**src/rtl/assert_macros.svh**
```systemverilog
// assertion macros shared by the cipher rtl
// no dependencies; included by modules that carry assertions
`ifndef ASSERT_MACROS_SVH
`define ASSERT_MACROS_SVH
`ifndef ASSERT_OFF
// clocked property, disabled while reset is asserted
`define WCU_ASSERT(lbl, clk, rstn, prop, msg) \
	lbl: assert property (@(posedge clk) disable iff (!rstn) prop) else $error(msg);
// clocked property, checked during reset as well
`define WCU_ASSERT_ALWAYS(lbl, clk, prop, msg) \
	lbl: assert property (@(posedge clk) prop) else $error(msg);
`else
`define WCU_ASSERT(lbl, clk, rstn, prop, msg)
`define WCU_ASSERT_ALWAYS(lbl, clk, prop, msg)
`endif
`endif

```
**src/rtl/wcu_pkg.sv**
```systemverilog
// types, tables and helper functions for the warp-style cipher unit
// no dependencies; imported by wcu_stage and warp_cipher_enc_dec_unit
package wcu_pkg;

	localparam int NIBS         = 32;
	localparam int HALF_NIBS    = 16;
	localparam int RND_W        = 6;
	localparam int CONST_ROUNDS = 41;

	// configuration register indexes
	typedef enum logic [1:0] {
		CFG_KEY_HALF_ZERO = 2'd0,
		CFG_KEY_HALF_ONE  = 2'd1,
		CFG_ROUNDS        = 2'd2
	} cfg_idx_t;

	// request payload
	typedef struct packed {
		logic        operation;
		logic [63:0] block_in_low;
		logic [63:0] block_in_high;
	} in_data_t;

	// result payload
	typedef struct packed {
		logic [63:0] block_out_low;
		logic [63:0] block_out_high;
	} out_data_t;

	// item traveling down the pipeline
	typedef struct packed {
		logic         op;
		logic [127:0] block;
	} wcu_item_t;

	// shared controls fanned out to every stage
	typedef struct packed {
		logic             adv;
		logic [RND_W-1:0] nr;
		logic [63:0]      key_one;
		logic [63:0]      key_zero;
	} wcu_ctrl_t;

	localparam logic [3:0] SBOX [0:15] = '{
		4'hc, 4'ha, 4'hd, 4'h3, 4'he, 4'hb, 4'hf, 4'h7,
		4'h8, 4'h9, 4'h1, 4'h5, 4'h0, 4'h2, 4'h4, 4'h6
	};

	localparam logic [4:0] NIB_PERM [0:NIBS-1] = '{
		5'd31, 5'd6,  5'd29, 5'd14, 5'd1,  5'd12, 5'd21, 5'd8,
		5'd27, 5'd2,  5'd3,  5'd0,  5'd25, 5'd4,  5'd23, 5'd10,
		5'd15, 5'd22, 5'd13, 5'd30, 5'd17, 5'd28, 5'd5,  5'd24,
		5'd11, 5'd18, 5'd19, 5'd16, 5'd9,  5'd20, 5'd7,  5'd26
	};

	localparam logic [3:0] RC_A [0:CONST_ROUNDS-1] = '{
		4'h0, 4'h0, 4'h1, 4'h3, 4'h7, 4'hf, 4'hf, 4'hf, 4'he, 4'hd,
		4'ha, 4'h5, 4'ha, 4'h5, 4'hb, 4'h6, 4'hc, 4'h9, 4'h3, 4'h6,
		4'hd, 4'hb, 4'h7, 4'he, 4'hd, 4'hb, 4'h6, 4'hd, 4'ha, 4'h4,
		4'h9, 4'h2, 4'h4, 4'h9, 4'h3, 4'h7, 4'he, 4'hc, 4'h8, 4'h1, 4'h2
	};

	localparam logic [3:0] RC_B [0:CONST_ROUNDS-1] = '{
		4'h4, 4'hc, 4'hc, 4'hc, 4'hc, 4'hc, 4'h8, 4'h4, 4'h8, 4'h4,
		4'h8, 4'h4, 4'hc, 4'h8, 4'h0, 4'h4, 4'hc, 4'h8, 4'h4, 4'hc,
		4'hc, 4'h8, 4'h4, 4'hc, 4'h8, 4'h4, 4'h8, 4'h0, 4'h4, 4'h8,
		4'h0, 4'h4, 4'hc, 4'hc, 4'h8, 4'h0, 4'h0, 4'h4, 4'h8, 4'h4, 4'hc
	};

	function automatic logic [3:0] wcu_sbox(input logic [3:0] x);
		return SBOX[x];
	endfunction

	// round constants, last entry repeats past the end of the table
	function automatic logic [3:0] wcu_rc_a(input logic [RND_W-1:0] idx);
		logic [3:0] v;
		if (idx < RND_W'(CONST_ROUNDS)) begin
			v = RC_A[idx];
		end else begin
			v = RC_A[CONST_ROUNDS-1];
		end
		return v;
	endfunction

	function automatic logic [3:0] wcu_rc_b(input logic [RND_W-1:0] idx);
		logic [3:0] v;
		if (idx < RND_W'(CONST_ROUNDS)) begin
			v = RC_B[idx];
		end else begin
			v = RC_B[CONST_ROUNDS-1];
		end
		return v;
	endfunction

endpackage

```
**src/rtl/wcu_stage.sv**
```systemverilog
// one pipeline stage of the cipher unit: a single encrypt or decrypt round, or a pass-through for stages
// past the round count; depends on wcu_pkg
module wcu_stage
	import wcu_pkg::*;
(
	input  logic             clk,
	input  logic             arst_n,
	input  wcu_ctrl_t        ctrl,
	input  logic [RND_W-1:0] stage_num,
	input  logic             vld_in,
	input  wcu_item_t        item_in,
	output logic             vld_out,
	output wcu_item_t        item_out
);

	logic             vld_s1;
	wcu_item_t        item_s1;
	wcu_item_t        item_nxt;
	logic             active;
	logic [RND_W-1:0] idx;
	logic [63:0]      kh;
	logic [3:0]       rca;
	logic [3:0]       rcb;
	logic [3:0]       cur   [NIBS];
	logic [3:0]       mixe  [NIBS];
	logic [3:0]       enc   [NIBS];
	logic [3:0]       dperm [NIBS];
	logic [3:0]       dec   [NIBS];
	logic [3:0]       res   [NIBS];

	// round selection: decrypt walks the rounds from the top down
	assign active = (stage_num < ctrl.nr);
	assign idx    = item_in.op ? (ctrl.nr - RND_W'(1) - stage_num) : stage_num;
	assign kh     = idx[0] ? ctrl.key_one : ctrl.key_zero;
	assign rca    = wcu_rc_a(idx);
	assign rcb    = wcu_rc_b(idx);

	// round datapath, both directions side by side
	always_comb begin
		for (int i = 0; i < NIBS; i++) begin
			cur[i] = item_in.block[4*i +: 4];
		end

		// encrypt: mix, constants, forward permutation
		for (int i = 0; i < NIBS; i++) begin
			mixe[i] = cur[i];
		end
		for (int i = 0; i < HALF_NIBS; i++) begin
			mixe[2*i+1] = cur[2*i+1] ^ wcu_sbox(cur[2*i]) ^ kh[4*i +: 4];
		end
		mixe[1] = mixe[1] ^ rca;
		mixe[3] = mixe[3] ^ rcb;
		for (int i = 0; i < NIBS; i++) begin
			enc[NIB_PERM[i]] = mixe[i];
		end

		// decrypt: inverse permutation, constants, mix
		for (int i = 0; i < NIBS; i++) begin
			dperm[i] = cur[NIB_PERM[i]];
		end
		dperm[1] = dperm[1] ^ rca;
		dperm[3] = dperm[3] ^ rcb;
		for (int i = 0; i < NIBS; i++) begin
			dec[i] = dperm[i];
		end
		for (int i = 0; i < HALF_NIBS; i++) begin
			dec[2*i+1] = dperm[2*i+1] ^ wcu_sbox(dperm[2*i]) ^ kh[4*i +: 4];
		end

		// stages past the round count pass the block through
		for (int i = 0; i < NIBS; i++) begin
			if (!active) begin
				res[i] = cur[i];
			end else if (item_in.op) begin
				res[i] = dec[i];
			end else begin
				res[i] = enc[i];
			end
		end

		item_nxt.op = item_in.op;
		for (int i = 0; i < NIBS; i++) begin
			item_nxt.block[4*i +: 4] = res[i];
		end
	end

	// stage valid
	always_ff @(posedge clk or negedge arst_n) begin
		if (!arst_n) begin
			vld_s1 <= 1'b0;
		end else if (ctrl.adv) begin
			vld_s1 <= vld_in;
		end
	end

	// stage payload
	always_ff @(posedge clk) begin
		if (ctrl.adv && vld_in) begin
			item_s1 <= item_nxt;
		end
	end

	assign vld_out  = vld_s1;
	assign item_out = item_s1;

endmodule

```
**config.mk**
```make
export PLATFORM = sky130hd
export DESIGN_NAME = wcu_stage
export DESIGN_NICKNAME = d
export VERILOG_FILES = /design/src/rtl/assert_macros.svh /design/src/rtl/wcu_pkg.sv /design/src/rtl/wcu_stage.sv
export SDC_FILE = /design/constraint.sdc
export NUM_CORES = 1
export LEC_CHECK = 0
export ABC_CLOCK_PERIOD_IN_PS = 1500
export BUFFER_PORTS_ARGS = -buffer_cell sky130_fd_sc_hd__buf_2
export CAP_MARGIN = 20
export CORE_MARGIN = 2
export CORE_UTILIZATION = 29
export DETAILED_ROUTE_END_ITERATION = 6
export SYNTH_ARGS = -nofsm -noshare
export SYNTH_HDL_FRONTEND = slang
export SYNTH_SLANG_ARGS = --single-unit
```
**constraint.sdc**
```tcl
create_clock -name clk -period 1.5 [get_ports clk]
set_input_delay 0.3 -clock clk [delete_from_list [all_inputs] [get_ports clk]]
set_output_delay 0.3 -clock clk [all_outputs]
set_load 0.05 [all_outputs]
```
==> metrics.log <==
[metrics] run status: finished, violations left
[metrics] violations in the final reports: negative setup slack
[metrics] Post-Synthesis Cells: 1570
[metrics] number of failing hold endpoints at the final stage: 0
[metrics] area occupied by registers: approximately 3900 um2
[metrics] number of buffers created by CTS: 17
[metrics] clock tree from TritonCTS: built
[metrics] prevailing post-synth register cell: edfxtp_1
[metrics] clock-pin slew reported for the worst setup and hold paths after clock tree synthesis: roughly 0.070 ns
[metrics] gp weighted congestion: 0.901
[metrics] post-route DRC violation count: 0
[metrics] RSZ-0062 raised after global routing: yes
[metrics] Total Die Area: around 45000 um2
[metrics] top-level port count: slightly above 400
[metrics] detail-routed via count per cell: 4.91
[metrics] sum of routed wire length over all layers: around 60000 um
[metrics] setup tns final: -86.05 ns
[metrics] antenna violations before repair: 9
[metrics] cell type with the largest total area after synthesis: edfxtp_1
[metrics] sequential fraction of the synthesis area: 0.308
[metrics] core area: around 43000 um2
[metrics] count of endpoints failing setup in the final report: approximately 130
[metrics] worst-margin pin slew: 0.954 ns
[metrics] Synth Register Bits: 130
[metrics] GRT Resource Usage Total: 0.260
[metrics] CTS Sinks: between 100 and 150
[metrics] post-synth net total: roughly 1.9k
[metrics] most common library cell in the layout ignoring fill and taps: buf_2
[metrics] total of buffers placed on input and output ports: between 400 and 500
[metrics] Distinct cells, synth: 67
[metrics] power density cells: about 900 nW/um2
[metrics] wire length per cell: roughly 21 um
[metrics] pin count of the biggest net entering global routing: roughly 80
[metrics] final net count: approximately 2.6k
[metrics] total number of placement rows: 76
[metrics] capturing element type of the critical path: flop
[metrics] worst-case clock buffer depth: 2
[metrics] total vias in the final route: approximately 14k
[metrics] largest driver fanout on the critical path: 3
[metrics] commonest cells after routing, fill and taps aside: buf_2 (391), buf_4 (381), nand2_1 (234), xnor2_1 (151), edfxtp_1 (129)
[metrics] initial core utilization: 0.294
[metrics] slew margin rel.: 0.364
[metrics] YS warnings: 0
[metrics] worst setup skew after layout: 0 ns
[metrics] maxcap violations: 0
[metrics] overall die width: about 210 um
[metrics] fraction of synthesis flops using an asynchronous set or reset pin: 0.00769
[metrics] mapped cell area: approximately 13000 um2
[metrics] multi-input combinational cell area: 9450 um2
[metrics] first-pass GRT wire length: between 80000 and 90000 um
[metrics] antenna violation net count after detailed routing: 0
[metrics] cells taking the most area after synthesis: edfxtp_1 (31%), xnor2_1 (15%), mux2i_1 (8.6%)
[metrics] fraction of post-synthesis cell area in the top cell type by area: 0.306
[metrics] data arrival time of the worst path: 2.93 ns
[metrics] via count of the first global-routing pass: about 14k
[metrics] Worst Path Required: 1.72 ns
[metrics] Pleak: approximately 9.4 nW
[metrics] filler cell count: 4068
[metrics] DR pass1 iterations: 5
[metrics] class of the tightest hold or removal check: input pin to flop
[metrics] maximum operating frequency: 369 MHz
[metrics] root buffer cell: clkbuf_16
[metrics] clock latency at the later pin of the worst-skew pair: between 0.4 and 0.5 ns
[metrics] shortest period the worst path allows: ~2.7 ns
[metrics] deepest level of the CTS H-tree: 4
[metrics] Final Power: roughly 19 mW
[metrics] DRC marker count from the first detailed-route iteration: approximately 850
[metrics] GR Overflow Total: 0
[metrics] VDD IR max: roughly 0.48 mV
[metrics] estimated wirelength of the detail-placed design: approximately 47000 um
[metrics] average cell area after synthesis: just over 8 um2
[metrics] Die H: 213 um
[metrics] least setup slack across all paths after layout: -1.21 ns
[metrics] final period utilization: 1.81
[metrics] Critical Path Source Type: input pin
[metrics] fraction of final layout cells with drive strength greater than 1: 0.481
[metrics] number of enable-type register cells in the synthesized netlist: roughly 130
[metrics] class of the most critical setup path: input pin to flop
[metrics] area added between synthesis and finish: 68.9%
[metrics] final-report max-slew violation count: 0
[worst max-delay path, cell delays in order]
cell,delay (ns)
buf_12,0.10
inv_16,0.03
ha_4,0.15
inv_2,0.05
fa_2,0.47
mux2i_4,0.21
inv_2,0.07
ha_4,0.16
mux2_4,0.27
buf_4,0.14
a221oi_2,0.23
buf_4,0.16
o21ai_4,0.07
xnor2_1,0.14
mux2i_1,0.09
mux2_4,0.29
[sequential cells by signal (all words and copies together) (netlist names)]
name and count:
vld_out 1, item_out 129
[layout make-up]
cell class                      instances  area share
Antenna cell                            4    0.000468
Clock buffer                           20      0.0204
Clock inverter                         12     0.00655
Inverter                               68      0.0131
Multi-Input combinational cell       1213       0.442
Sequential cell                       130       0.182
Tap cell                              585      0.0342
Timing Repair Buffer                  878       0.301
[cell families after synthesis]
| family | share of synthesized area |
|---|---|
| xor gates and xnor gates | 0.185 |
| muxes | 0.0951 |
| and+or+nand+nor | 0.119 |
| adders and majority gates | 0.0322 |
| buffers and inverters | 0.0719 |
| DFF | 0.308 |
| AOI/OAI and AO/OA | 0.189 |
[repair_timing]
action	CTS	global route
gates resized for setup	242	69
setup endpoints to repair	135	128
pin swaps	126	109
gates cloned	3	7
hold endpoints to repair	1	0
hold buffers	1	0
buffers inserted	48	26
[cells in the mapped netlist, types with 3 or more instances]
library cell	instances
a311oi_1	3
nor2b_1	4
a31oi_1	4
a21oi_1	126
and3_1	3
o22ai_1	30
buf_2	8
inv_1	66
ha_1	15
a211oi_1	15
mux2_4	3
edfxtp_1	129
a21o_1	5
nand2b_1	3
buf_4	4
xnor2_1	211
o21ai_0	177
a22o_1	7
o211ai_1	19
nor2_1	101
buf_1	16
maj3_1	20
xor2_1	56
buf_6	4
nand3_1	8
clkbuf_1	128
mux2_2	5
nand2_1	240
nand3b_1	4
nor3_1	5
mux2i_1	109
[routing by layer]
metal / vias to the layer above / wire (um) / track usage
li1: 6858 / - / -
met1: 6770 / 24400 / 0.315
met2: 563 / 30400 / 0.459
met3: 95 / 3840 / 0.0424
met4: 8 / 2210 / 0.100
met5: - / 56 / 0
[path summary, 6_finish.rpt]
kind | startpoint | end | slack, ns | cells past startpoint
max | stage_num[0] | item_out[59]$_DFFE_PP_ | -1.21 | 16
min | vld_in | vld_out$_DFFE_PN0P_ | 0.09 | 2
max reg2reg | vld_out$_DFFE_PN0P_ | vld_out$_DFFE_PN0P_ | 0.76 | 1
min reg2reg | vld_out$_DFFE_PN0P_ | vld_out$_DFFE_PN0P_ | 0.51 | 1
max in group asynchronous | arst_n | vld_out$_DFFE_PN0P_ | 1.27 | 2
min in group asynchronous | arst_n | vld_out$_DFFE_PN0P_ | 0.15 | 2
[per-stage QoR]
step	cell area (um2)	instances	utilization	setup WS, ns	hold WS (ns)
final	21400	2910	0.496	-1.21	0.0923
after global routing	21400	2908	0.496	-1.30	0.0879
after CTS	20800	2881	0.484	-1.20	0.0610
after detailed placement	18600	2806	0.433	-1.81	0.0784
after global placement	18600	2806	0.433	-1.82	0.0743
after floorplan	13500	1570	-	-1.43	0.00441
[where the power goes]
group          total, mW  internal, mW  switching (mW)
combinational       10.2          4.62            5.56
sequential          4.68          4.53           0.149
clock               4.39          2.58            1.80
Note: power is estimated with default switching activity, not from simulation.
